===== config.mk =====
export PLATFORM = sky130hd
export DESIGN_NAME = c_token_classifier
export DESIGN_NICKNAME = d
export VERILOG_FILES = /design/src/rtl/ctc_pkg.sv /design/src/rtl/c_token_classifier.sv
export SDC_FILE = /design/constraint.sdc
export NUM_CORES = 1
export LEC_CHECK = 0
export BUFFER_PORTS_ARGS = -buffer_cell sky130_fd_sc_hd__buf_2
export CAP_MARGIN = 20
export CORE_MARGIN = 1.5
export CORE_UTILIZATION = 60
export CTS_CLUSTER_SIZE = 10
export DETAILED_ROUTE_END_ITERATION = 6
export PLACE_DENSITY_LB_ADDON = 0.1
export SLEW_MARGIN = 40
export SYNTH_ARGS = -nofsm -noshare
export SYNTH_HDL_FRONTEND = slang
export SYNTH_SLANG_ARGS = --single-unit

===== constraint.sdc =====
create_clock -name clk_i -period 5.2 [get_ports clk_i]
set_input_delay 0.52 -clock clk_i [delete_from_list [all_inputs] [get_ports clk_i]]
set_output_delay 0.52 -clock clk_i [all_outputs]
set_load 0.01 [all_outputs]

===== src/rtl/ctc_pkg.sv =====
// Package for the C token classifier: sizes, token kinds, result record,
// keyword and operator tables, character class functions.
// No dependencies.
package ctc_pkg;

  localparam int MaxWord  = 14;
  localparam int WordCntW = $clog2(MaxWord + 2);
  localparam int WordIdxW = $clog2(MaxWord);
  localparam int LenW     = 4;
  localparam int KwIdxW   = 4;
  localparam int SymW     = 16;
  localparam int NumKw    = 15;
  localparam int KwMaxLen = 8;
  localparam int KwCmpLen = (KwMaxLen < MaxWord) ? KwMaxLen : MaxWord;
  localparam int NumOp    = 17;
  localparam int MaxRes   = 3;
  localparam int ResIdxW  = $clog2(MaxRes);
  localparam int ResCntW  = $clog2(MaxRes + 1);
  localparam int CfgIdxW  = 1;

  localparam logic [CfgIdxW-1:0] CfgExtraA = 1'b0;
  localparam logic [CfgIdxW-1:0] CfgExtraB = 1'b1;
  localparam logic [7:0] ExtraAReset = 8'd241;
  localparam logic [7:0] ExtraBReset = 8'd209;

  localparam logic [KwIdxW-1:0] NotKeyword  = 4'd15;
  localparam logic [LenW-1:0]   WordLenLong = 4'd15;

  typedef enum logic [2:0] {
    KindKeyword,
    KindHex,
    KindOctal,
    KindDecimal,
    KindBadWord,
    KindIdent,
    KindOper,
    KindPunct
  } tok_kind_e;

  typedef struct packed {
    tok_kind_e         kind;
    logic [LenW-1:0]   word_len;
    logic [KwIdxW-1:0] kw_idx;
    logic [SymW-1:0]   sym;
  } tok_res_t;

  localparam int KwLen [NumKw] = '{3, 4, 4, 6, 2, 5, 3, 6, 5, 4, 2, 6, 4, 4, 8};

  localparam logic [8*KwMaxLen-1:0] KwText [NumKw] = '{
    "int", "char", "else", "return", "if", "while", "for", "struct",
    "break", "case", "do", "double", "long", "void", "unsigned"
  };

  localparam logic [SymW-1:0] OpText [NumOp] = '{
    {"=", 8'h00}, {"<", 8'h00}, {">", 8'h00}, "<=", ">=", "==", "!=",
    {"+", 8'h00}, {"-", 8'h00}, {"*", 8'h00}, {"/", 8'h00}, {"%", 8'h00},
    "&&", {"!", 8'h00}, "||", "++", "--"
  };

  // byte j of keyword i, counted from the first character
  function automatic logic [7:0] kw_byte(input int i, input int j);
    logic [8*KwMaxLen-1:0] t;
    t = KwText[i] << (8 * (KwMaxLen - KwLen[i]));
    return t[8*(KwMaxLen-1-j) +: 8];
  endfunction

  function automatic logic is_digit(input logic [7:0] c);
    return (c >= "0") && (c <= "9");
  endfunction

  function automatic logic is_word_char(input logic [7:0] c, input logic [7:0] xa,
                                        input logic [7:0] xb);
    return is_digit(c) || ((c >= "A") && (c <= "Z")) || ((c >= "a") && (c <= "z")) ||
           (c == "_") || (c == xa) || (c == xb);
  endfunction

  function automatic logic is_oper_char(input logic [7:0] c);
    return (c == "=") || (c == "<") || (c == ">") || (c == "!") || (c == "+") ||
           (c == "-") || (c == "&") || (c == "|") || (c == "*") || (c == "/") ||
           (c == "%");
  endfunction

endpackage


===== src/rtl/c_token_classifier.sv =====
// C token classifier top level: input register, word and operator buffers,
// per-byte classification and a result batch register.
// Depends on ctc_pkg.
//
// Usage:
//   in channel (in_valid_i/in_ready_o/character_i) takes one source byte per
//   transfer. out channel (out_valid_o/out_ready_i) delivers token records;
//   last_o marks the final record caused by a byte. cfg channel writes the
//   two extra word letters (index 0 and 1); cfg_ready_o is always high and
//   writes are expected only while the block is idle.
//   Each byte is held in the input register, then its records fill the batch.
//   Throughput: one byte per cycle while each byte makes at most one record
//   and the receiver is ready; a byte making k records holds the result batch
//   for k output transfers, since the result register has a single read port.
//   A byte that makes no record leaves the batch free for the next byte.
//   Reset clears the buffers' counts, the pending byte and the batch, and
//   loads the extra letters with 241 and 209.
//   When the receiver stalls the batch holds, the input register fills and
//   in_ready_o drops; nothing is dropped.
module c_token_classifier (
  input  logic                         clk_i,
  input  logic                         rst_ni,
  input  logic                         cfg_valid_i,
  output logic                         cfg_ready_o,
  input  logic [ctc_pkg::CfgIdxW-1:0]  cfg_index_i,
  input  logic [7:0]                   cfg_data_i,
  input  logic                         in_valid_i,
  output logic                         in_ready_o,
  input  logic [7:0]                   character_i,
  output logic                         out_valid_o,
  input  logic                         out_ready_i,
  output logic [2:0]                   token_kind_o,
  output logic [ctc_pkg::LenW-1:0]     word_length_o,
  output logic [ctc_pkg::KwIdxW-1:0]   keyword_index_o,
  output logic [ctc_pkg::SymW-1:0]     symbol_text_o,
  output logic                         last_o
);
  import ctc_pkg::*;

  logic [7:0]          extra_a_q, extra_b_q;
  logic                in_valid_q;
  logic [7:0]          char_q;
  logic [7:0]          word_q [MaxWord];
  logic [WordCntW-1:0] word_cnt_q;
  logic [7:0]          oper_q [2];
  logic [1:0]          oper_cnt_q;
  tok_res_t            res_q [MaxRes];
  tok_res_t            res_d [MaxRes];
  logic [ResCntW-1:0]  rem_q, res_cnt_d;
  logic [ResIdxW-1:0]  ptr_q;

  logic     batch_free, proc;
  logic     is_word, is_oper, word_done, oper_done, op_v, pu_v;
  logic     digits, bad, kw_hit;
  logic [KwIdxW-1:0] kw_idx;
  logic [SymW-1:0]   op_sym;
  tok_res_t wres, ores, pres, cur;

  assign cfg_ready_o = 1'b1;
  assign batch_free  = (rem_q == '0) || ((rem_q == ResCntW'(1)) && out_ready_i);
  assign proc        = in_valid_q && batch_free;
  assign in_ready_o  = !in_valid_q || proc;

  assign cur             = res_q[ptr_q];
  assign out_valid_o     = rem_q != '0;
  assign last_o          = rem_q == ResCntW'(1);
  assign token_kind_o    = cur.kind;
  assign word_length_o   = cur.word_len;
  assign keyword_index_o = cur.kw_idx;
  assign symbol_text_o   = cur.sym;

  always_comb begin
    is_word   = is_word_char(char_q, extra_a_q, extra_b_q);
    is_oper   = is_oper_char(char_q);
    word_done = !is_word && (word_cnt_q != '0);
    oper_done = !is_oper && (oper_cnt_q != 2'd0);
    pu_v      = char_q inside {"{", "}", ";", "(", ")", ",", "[", "]"};

    // keyword search, lowest index wins
    kw_idx = NotKeyword;
    for (int i = NumKw - 1; i >= 0; i--) begin
      kw_hit = (KwLen[i] <= MaxWord) && (word_cnt_q == WordCntW'(KwLen[i]));
      for (int j = 0; j < KwCmpLen; j++) begin
        if (j < KwLen[i]) begin
          kw_hit = kw_hit && (word_q[j] == kw_byte(i, j));
        end
      end
      if (kw_hit) begin
        kw_idx = KwIdxW'(i);
      end
    end

    digits = 1'b1;
    bad    = 1'b0;
    for (int j = 0; j < MaxWord; j++) begin
      if (j < word_cnt_q) begin
        if (!is_digit(word_q[j])) begin
          digits = 1'b0;
        end
        if ((word_q[j] == extra_a_q) || (word_q[j] == extra_b_q)) begin
          bad = 1'b1;
        end
      end
    end

    wres.word_len = LenW'(word_cnt_q);
    wres.kw_idx   = NotKeyword;
    wres.sym      = '0;
    if (word_cnt_q > WordCntW'(MaxWord)) begin
      wres.kind     = KindBadWord;
      wres.word_len = WordLenLong;
    end else if (kw_idx != NotKeyword) begin
      wres.kind   = KindKeyword;
      wres.kw_idx = kw_idx;
    end else if (word_q[0] == "0") begin
      if ((word_cnt_q >= WordCntW'(2)) && ((word_q[1] == "x") || (word_q[1] == "X"))) begin
        wres.kind = KindHex;
      end else begin
        wres.kind = KindOctal;
      end
    end else if (digits) begin
      wres.kind = KindDecimal;
    end else if (bad || is_digit(word_q[0])) begin
      wres.kind = KindBadWord;
    end else begin
      wres.kind = KindIdent;
    end

    op_sym = {oper_q[0], (oper_cnt_q == 2'd2) ? oper_q[1] : 8'h00};
    op_v   = 1'b0;
    for (int i = 0; i < NumOp; i++) begin
      if (op_sym == OpText[i]) begin
        op_v = 1'b1;
      end
    end
    op_v = op_v && oper_done && (oper_cnt_q != 2'd3);

    ores = '{kind: KindOper, word_len: '0, kw_idx: NotKeyword, sym: op_sym};
    pres = '{kind: KindPunct, word_len: '0, kw_idx: NotKeyword, sym: {char_q, 8'h00}};

    for (int k = 0; k < MaxRes; k++) begin
      res_d[k] = pres;
    end
    res_cnt_d = '0;
    if (word_done) begin
      res_d[res_cnt_d[ResIdxW-1:0]] = wres;
      res_cnt_d = res_cnt_d + 1'b1;
    end
    if (op_v) begin
      res_d[res_cnt_d[ResIdxW-1:0]] = ores;
      res_cnt_d = res_cnt_d + 1'b1;
    end
    if (pu_v) begin
      res_d[res_cnt_d[ResIdxW-1:0]] = pres;
      res_cnt_d = res_cnt_d + 1'b1;
    end
  end

  always_ff @(posedge clk_i or negedge rst_ni) begin
    if (!rst_ni) begin
      extra_a_q  <= ExtraAReset;
      extra_b_q  <= ExtraBReset;
      in_valid_q <= 1'b0;
      word_cnt_q <= '0;
      oper_cnt_q <= 2'd0;
      rem_q      <= '0;
      ptr_q      <= '0;
    end else begin
      if (cfg_valid_i && cfg_ready_o) begin
        if (cfg_index_i == CfgExtraA) begin
          extra_a_q <= cfg_data_i;
        end else if (cfg_index_i == CfgExtraB) begin
          extra_b_q <= cfg_data_i;
        end
      end
      if (in_ready_o) begin
        in_valid_q <= in_valid_i;
      end
      if (proc) begin
        if (is_word) begin
          if (word_cnt_q <= WordCntW'(MaxWord)) begin
            word_cnt_q <= word_cnt_q + 1'b1;
          end
        end else begin
          word_cnt_q <= '0;
        end
        if (is_oper) begin
          if (oper_cnt_q != 2'd3) begin
            oper_cnt_q <= oper_cnt_q + 1'b1;
          end
        end else begin
          oper_cnt_q <= 2'd0;
        end
        rem_q <= res_cnt_d;
        ptr_q <= '0;
      end else if (out_valid_o && out_ready_i) begin
        rem_q <= rem_q - 1'b1;
        ptr_q <= ptr_q + 1'b1;
      end
    end
  end

  always_ff @(posedge clk_i) begin
    if (in_ready_o && in_valid_i) begin
      char_q <= character_i;
    end
    if (proc) begin
      if (is_word && (word_cnt_q < WordCntW'(MaxWord))) begin
        word_q[word_cnt_q[WordIdxW-1:0]] <= char_q;
      end
      if (is_oper && (oper_cnt_q < 2'd2)) begin
        oper_q[oper_cnt_q[0]] <= char_q;
      end
      for (int k = 0; k < MaxRes; k++) begin
        res_q[k] <= res_d[k];
      end
    end
  end

  a_batch_continues: assert property (@(posedge clk_i) disable iff (!rst_ni)
    out_valid_o && out_ready_i && !last_o |=> out_valid_o)
    else $error("result batch ended before its last record");

  a_word_cnt_range: assert property (@(posedge clk_i) disable iff (!rst_ni)
    word_cnt_q <= WordCntW'(MaxWord + 1))
    else $error("word count past saturation");

  a_batch_bounds: assert property (@(posedge clk_i) disable iff (!rst_ni)
    (ResCntW + 1)'(rem_q) + (ResCntW + 1)'(ptr_q) <= (ResCntW + 1)'(MaxRes))
    else $error("batch pointer out of range");

  a_symbol_fields: assert property (@(posedge clk_i) disable iff (!rst_ni)
    out_valid_o && ((token_kind_o == KindOper) || (token_kind_o == KindPunct))
    |-> (word_length_o == '0) && (keyword_index_o == NotKeyword) &&
        (symbol_text_o[15:8] != 8'h00))
    else $error("symbol record with word fields set");

endmodule


# --- Yosys cells after proc, flatten, opt, wreduce, memory -nomap -nowiden ---
# Memories as Yosys holds them, arrays and structs flattened.
# Cells that the tools add are included.
word_totals:
  elab_cells: 475
  ramBits: 209
  register_bits: 35
  n_memories: 3
op_classes:
  n_eq_ne: 131
  muxes: 126
  reduce_logical: 141
  n_addsub: 6
  bitwise_logic: 3
  n_lt_le_gt_ge: 57
memory_table:
  columns: ["name", "words", "width", "read_ports", "rd_clocked_by_memory_dff", "write_ports", "line", "text"]
  rows:
  - ["word_q", 14, 8, 14, 0, 1, "c_token_classifier.sv:43", "logic [7:0] word_q [MaxWord];"]
  - ["res_q", 3, 27, 1, 0, 3, "c_token_classifier.sv:47", "tok_res_t res_q [MaxRes];"]
  - ["oper_q", 2, 8, 2, 0, 1, "c_token_classifier.sv:45", "logic [7:0] oper_q [2];"]
op_table:
  columns: ["op", "n"]
  rows:
  - ["$eq 8x7->1 const B", 57]
  - ["$eq 16x14->1 const B", 16]
  - ["$eq 8x8->1", 30]
  - ["$bwmux 81", 2]
  - ["$mux 81", 2]
  - ["$eq 8x6->1 const B", 15]
  - ["$ge 8x6->1 const B", 15]
  - ["$le 8x6->1 const B", 15]
  - ["$demux 27 s2", 2]
  - ["$logic_and 1x1->1", 95]
  - ["$mux 1", 84]
  - ["$mux 27", 3]
  - ["$mux 4", 13]
  - ["$logic_or 1x1->1", 33]
  - ["$lt 4x4->1 const A", 6]
  - ["$mux 3", 8]
  - ["$mux 2", 11]
  - ["$eq 16x15->1 const B", 1]
  - ["$ge 8x7->1 const B", 2]
  - ["$le 8x7->1 const B", 2]
  - ["$lt 3x4->1 const A", 4]
  - ["$eq 4x3->1 const B", 3]
  - ["$add 2x1->2 const B", 4]
  - ["$eq 4x2->1 const B", 2]
  - ["26 further kinds", 39]

# --- Depth between registers and ports, before layout ---
# Gate-level depths: netlist of run 1.
# An unclocked memory read counts as a cell.
depth:
  depth_word: 42
  depth_mapped: 15
  ltp_nobuf: 13

# --- Worst setup path before layout of run 1 ---
# OpenSTA, ideal clock, no wires.
synth_timing:
  path_kind: "flip-flop to flip-flop"
  from: "reg oper_cnt_q[0]"
  to: "mem res_q[1][14] (netlist bit) (data pin)"
  synth_period_minus_slack_ps: 3282
  setup_time_ps: 260
  path_stages_with_launch: 16
  required_ps: 4940
  setup_slack_ps: 1918
  path_buffers: 3
  t_arrival_ps: 3022
  cell_sequence: "dfrtp_1 inv_1 ha_1 nand4b_1 nor3_1 nand3b_1 a2111oi_0 o31a_2 buf_6 inv_1 ha_1 nand2_1 and3_4 buf_6 buf_8 mux2_4"
synth_lines:
  columns: ["item", "line", "text"]
  rows:
  - ["from (decl)", "c_token_classifier.sv:46", "logic [1:0] oper_cnt_q;"]
  - ["from (signal assigned)", "c_token_classifier.sv:189", "oper_cnt_q <= oper_cnt_q + 1'b1;"]
  - ["to (decl)", "c_token_classifier.sv:47", null]

==> results of run 1 <==
-- registers in the layout, indices dropped and copies added (netlist names), 2 cells and up --
register	cells
res_q	52
extra_b_q	8
word_cnt_q	4
rem_q	2
oper_q	16
char_q	8
oper_cnt_q	2
ptr_q	2
word_q	112
extra_a_q	8
-- power by group through the flow --
stage | Sequential, W | Combinational [W] | Clock, W
6_report | 0.00249 | 0.00171 | 0.00167
5_1_grt | 0.00252 | 0.00185 | 0.00175
4_1_cts | 0.00249 | 0.00167 | 0.00168
3_5_place_dp | 0.00253 | 0.00166 | 0
3_3_place_gp | 0.00251 | 0.00163 | 0
2_1_floorplan | 0.00241 | 0.00120 | 0
-- per-layer routing --
metal / up-vias / global-route usage
li1: 4119 / -
met1: 4476 / 0.450
met2: 511 / 0.487
met3: 97 / 0.0637
met4: 0 / 0.107
met5: - / 0
-- stage by stage --
step           setup slack [ns]  power, W
2_1_floorplan              1.92   0.00361
3_3_place_gp               1.47   0.00415
3_5_place_dp               1.28   0.00419
4_1_cts                    1.21   0.00584
5_1_grt                   0.688   0.00613
6_report                   1.16   0.00588
-- placed cells by master (no fill, tap or decap), types with 17 or more instances in the layout --
| cell type | netlist | final |
|---|---|---|
| buf_4 | 2 | 27 |
| mux2_2 | 22 | 22 |
| nand2_1 | 54 | 54 |
| nor4_1 | 22 | 22 |
| dfrtp_1 | 18 | 17 |
| nor2_1 | 63 | 62 |
| buf_2 | 39 | 51 |
| xor2_1 | 34 | 34 |
| a21oi_1 | 24 | 23 |
| nand3_1 | 17 | 17 |
| edfxtp_1 | 188 | 188 |
| mux2i_1 | 17 | 17 |
| nand4_1 | 70 | 70 |
| clkbuf_16 | 0 | 28 |
| xnor2_1 | 210 | 210 |
| o21ai_0 | 36 | 36 |
-- final cells by class --
class	count	area, um^2	share of cell area
Sequential cell	215	6330	0.458
Multi-Input combinational cell	798	5790	0.419
Clock buffer	46	777	0.0562
Timing Repair Buffer	81	513	0.0371
Tap cell	270	338	0.0245
Inverter	14	52.6	0.00380
Clock inverter	2	12.5	0.000906
-- worst min-delay path by stage --
| stage | from | endpoint | slack, ns | cells after the start |
|---|---|---|---|---|
| 6_report | character_i[6] | char_q[6] | 0.17 | 1 |
| 5_1_grt | character_i[2] | char_q[2] | 0.16 | 1 |
| 4_1_cts | rst_ni | rem_q[0] | 0.09 | 1 |
| 3_5_place_dp | in_valid_q | in_valid_q | 0.54 | 2 |
| 3_3_place_gp | in_valid_q | in_valid_q | 0.51 | 2 |
| 2_1_floorplan | rst_ni | extra_a_q[1] | 0.22 | 0 |
-- worst max-delay path, stage by stage, from the launching register on --
cell and delay (ns):
dfrtp_1 0.42, inv_1 0.13, ha_1 0.37, nand4b_1 0.16, nor3_1 0.27, nand3b_1 0.11
a2111oi_0 0.54, o31a_2 0.34, inv_1 0.11, ha_1 0.22, nand2_1 0.20, o311ai_0 0.21
nor3b_1 0.58, and2_1 0.23
-- cells by family after synthesis --
kind of cell    count (synthesis)  share of synthesized area
other cells                     2                   0.000601
buf+inv                        90                     0.0337
simple gates                  373                      0.174
mux                            40                     0.0346
fa+ha+maj                      14                     0.0138
flops                         215                      0.507
compound gates                124                     0.0651
xor+xnor                      244                      0.171
==> impl_metrics.tcl, run 1 <==
set metrics [dict create \
    yosys_warnings 0 \
    cts.sinks 215 \
    finalClockSkew_ns 0.0137 \
    cts_buffer_depth 3 \
    drt_pass1_iterations 5 \
    worstSetupPathType "register to register" \
    layout.nets 1171 \
    numCtsBuffers 26 \
    yosysSeqAreaShare 0.507 \
    async_reset_ff_frac 0.126 \
    synth_ff_type "edfxtp_1" \
    cp.required_ns 5.58 \
    netlist_top_cells_count "xnor2_1, edfxtp_1, nand4_1" \
    coreArea_um2 20300 \
    gp_congestion 0.965 \
    leakage_nw 4.48 \
    wirelength_mm 34.1 \
    vias_per_cell 6.45 \
    utilization 0.681 \
    cp-start-kind "register" \
    n_fill_cell 1545 \
    cts_max_level 1 \
    overflow 0 \
    met2RoutedLength_mm 15.3 \
    finalCritPeriodShare 0.777 \
    rsz0062_at_grt "no" \
    dp_hpwl_mm 22.5 \
    worstRegToRegCells 13 \
    hold_buffers 0 \
    syn_area_um2 12500 \
    worstSetupEndpointType "register" \
    die_area_um2 21700 \
    grt_max_degree 38 \
    switching_share 0.331 \
    crit_end "res_q[0][4]" \
    cts_setup_buffers 0 \
    dp_cells 1375 \
    fp.dieH_um 147 \
    fmaxAchievable_ghz 0.247 \
    slew-limit-headroom 0.410 \
    vdd_drop_max_mv 0.361 \
    setup-tns-final_ns 0 \
    cts_tree "built" \
    synth_cell_types 72 \
    synth_edf_count 188 \
    ant_nets 0 \
    cts_root_buffer "clkbuf_16" \
    avgSynthCellArea_um2 11.3 \
    clock_latency_ns 0.53 \
    tightest_slew_ns 0.872 \
    areaGrowthSynthToFinish_pct 10.6 \
    max_cap_viol_count 0 \
    reg2reg_to "res_q[0][4]" \
    drv_slew 0 \
    synth_top_area_cell "edfxtp_1" \
    met3_length_mm 3.55 \
    drt-initial-drc-count 1134 \
    p_per_area_nw_per_um2 425 \
    highest_layer "met4" \
    cts_resized 0 \
    start_util 0.616 \
    antenna_found_initial 0 \
    startpoint "oper_cnt_q[0]" \
    io_buffers 51 \
    clock_power_share 0.284 \
    min_period_ns 4.04 \
    final_area_um2 13800 \
    sequentialPowerShare 0.424 \
    wire_per_inst_um 23.9 \
    status "complete, no violations" \
    combPwrFrac 0.291 \
    worst_ep_arrival_time_ns 4.42 \
    ys_ff_latch 215 \
    synthMostInstantiatedCell "xnor2_1" \
    hold_violations 0 \
    power.internal_w 0.00393 \
    placed_area_um2 13000 \
    layout.cells.non_filler 1426 \
    insertedDiodeCount 0 \
    whs_ns 0.174 \
    io_pins 53 \
    die_w_um 147 \
    synth_top_cell_area_share 0.452 \
    syn_inst 1102 \
    timing.rr.start "oper_cnt_q[0]" \
    via_count 9203 \
    grt_use_total 0.316 \
    num_rows 52 \
    m1WireLength_mm 14.3 \
    p_switching_w 0.00195 \
    layout-drive-gt1-share 0.141 \
    post-route-drc-count 0 \
    synthTopCellsByArea "edfxtp_1, xnor2_1, dfrtp_1" \
    critPathMaxFanout 10 \
    r2r_setup_slack_ns 1.16 \
    cts.clk_slew.worst_paths_ns 0.06 \
    grt_pass1_vias 8827 \
    hp-class "input pin to register" \
    setup_viol_count_final 0 \
    grt_pass1_wl_mm 51.5 \
]
No activity file was read; power rests on OpenSTA's default activity.
==> run 2, diff against run 1 <==
- clock period: 5.2 -> 3.9 ns (I/O delays scaled with it)
==> run 2 against run 1 <==
Net effect:
- sequential power is 32% higher
- sequential cell count unchanged
- hold slack worse by 0.15 ns
- combinational power is 41% higher
- critical endpoint is now res_q[1][10]
- largest power group unchanged
==> impl_metrics.tcl, run 2 (same netlist as run 1, synthesis figures left out) <==
set metrics [dict create \
    status "complete, no violations" \
    min_period_ns 3.56 \
    drt_pass1_iterations 5 \
    n_fill_cell 1509 \
    worstRegToRegCells 12 \
    tightest_slew_ns 0.863 \
    rsz0062_at_grt "no" \
    ant_nets 0 \
    gp_congestion 0.914 \
    worstSetupEndpointType "register" \
    regArea_um2 6330 \
    utilization 0.686 \
    wire_per_inst_um 23.6 \
    start_util 0.616 \
    critPathMaxFanout 15 \
    post-route-drc-count 0 \
    die_w_um 147 \
    grt_use_total 0.322 \
    hold_depth 1 \
    clock_power_share 0.275 \
    max_cap_viol_count 0 \
    p_per_area_nw_per_um2 563 \
    r2r_setup_slack_ns 0.34 \
    setup_viol_count_final 0 \
    p_switching_w 0.00266 \
    cts.clk_slew.worst_paths_ns 0.05 \
    power.internal_w 0.00519 \
    dp_hpwl_mm 23.1 \
    numCtsBuffers 26 \
    slew-limit-headroom 0.424 \
    setup-tns-final_ns 0 \
    whs_ns 0.0250 \
    overflow 0 \
    layout.nets 1199 \
    die_area_um2 21700 \
    grt_pass1_wl_mm 52.7 \
    cp.required_ns 4.17 \
    cp-start-kind "register" \
    insertedDiodeCount 0 \
    drt-initial-drc-count 1016 \
    most-common-layout-cells "xnor2_1, edfxtp_1, nand4_1" \
    num_rows 52 \
    multiInputGateArea_um2 5760 \
    coreArea_um2 20300 \
    worstSetupPathType "register to register" \
    cts_root_buffer "clkbuf_16" \
    fp.dieH_um 147 \
    grt_pass1_vias 8978 \
    cts_buffer_depth 3 \
    antenna_found_initial 0 \
    sequentialPowerShare 0.418 \
    io_pins 53 \
    hold_path_startpoint "character_i[2]" \
    cts_setup_buffers 0 \
    cts_tree "built" \
    final_common_cell "xnor2_1" \
    combPwrFrac 0.307 \
    wirelength_mm 34.4 \
    grt_max_degree 34 \
    clock_latency_ns 0.55 \
    hold_violations 0 \
    leakage_nw 4.58 \
    via_count 9287 \
    cts.sinks 215 \
    vdd_drop_max_mv 0.474 \
    reg2reg_to "res_q[1][10]" \
    power_w 0.00784 \
    vias_per_cell 6.39 \
    switching_share 0.339 \
    drv_slew 0 \
    worst_ep_arrival_time_ns 3.82 \
    areaGrowthSynthToFinish_pct 11.5 \
    finalClockSkew_ns 0.0333 \
    fmaxAchievable_ghz 0.281 \
    timing.rr.start "oper_cnt_q[0]" \
    finalCritPeriodShare 0.912 \
    io_buffers 51 \
    hp-class "input pin to register" \
    largest_reg_flops 112 \
    layout-drive-gt1-share 0.154 \
    cts_max_level 1 \
    min_to "char_q[2]" \
]
run 2: cell count changes in the layout (fill, tap and decap cells not counted), moves of 2 or more:
cell       delta
buf_4        +30
nor3_1        +4
nor3_2        -4
clkbuf_1      +3
clkbuf_8      -3
clkbuf_16     -2
run 2: per-stage QoR:
| step | instances | area [um^2] | setup slack [ns] |
|---|---|---|---|
| after floorplan | 1103 | 12500 | 0.618 |
| after global placement | 1405 | 13200 | 0.507 |
| after detailed placement | 1405 | 13200 | 0.289 |
| after CTS | 1454 | 13900 | 0.258 |
| after global routing | 1454 | 13900 | 0.100 |
| final | 1454 | 13900 | 0.342 |
run 2: repair_timing:
item | in CTS | in global routing
endpoints found under the hold margin | 18 | 0
gates resized for setup | 0 | 1
hold buffers | 1 | 0
endpoints found under the setup margin | 0 | 6
run 2: critical path, cell delays in order (launching register included):
cell	delay (ns)
dfrtp_1	0.41
inv_1	0.11
ha_1	0.17
nand4b_1	0.11
nor3_1	0.27
nand3b_1	0.11
a2111oi_0	0.55
o31a_2	0.35
inv_1	0.11
ha_1	0.33
nand2_1	0.07
and3_4	0.32
mux2_2	0.36
run 2: power groups by stage:
stage | logic [W] | clock network, W | registers (W)
finish | 0.00241 | 0.00216 | 0.00328
global route | 0.00259 | 0.00227 | 0.00332
CTS | 0.00239 | 0.00218 | 0.00328
detailed placement | 0.00237 | 0 | 0.00332
global placement | 0.00233 | 0 | 0.00330
floorplan | 0.00160 | 0 | 0.00321
run 2: worst max path at each step:
stage,from,end,cells after the start
3_3_place_gp,oper_cnt_q[0],res_q[0][1],13
6_report,oper_cnt_q[0],res_q[1][10],12
3_5_place_dp,oper_cnt_q[0],res_q[0][0],13
5_1_grt,oper_cnt_q[0],res_q[0][12],13
2_1_floorplan,oper_cnt_q[0],res_q[1][14],15
4_1_cts,oper_cnt_q[0],res_q[0][5],13
run 2: layout make-up:
cell class	count	area share
Tap cell	270	0.0243
Sequential cell	215	0.455
Clock inverter	3	0.00216
Multi-Input combinational cell	798	0.413
Inverter	14	0.00377
Clock buffer	45	0.0518
Timing Repair Buffer	109	0.0498
run 2: layer usage:
metal	global-route usage	wire [um]
met1	0.460	14500
met3	0.0606	3280
met5	0	0
met4	0.126	1270
met2	0.488	15300
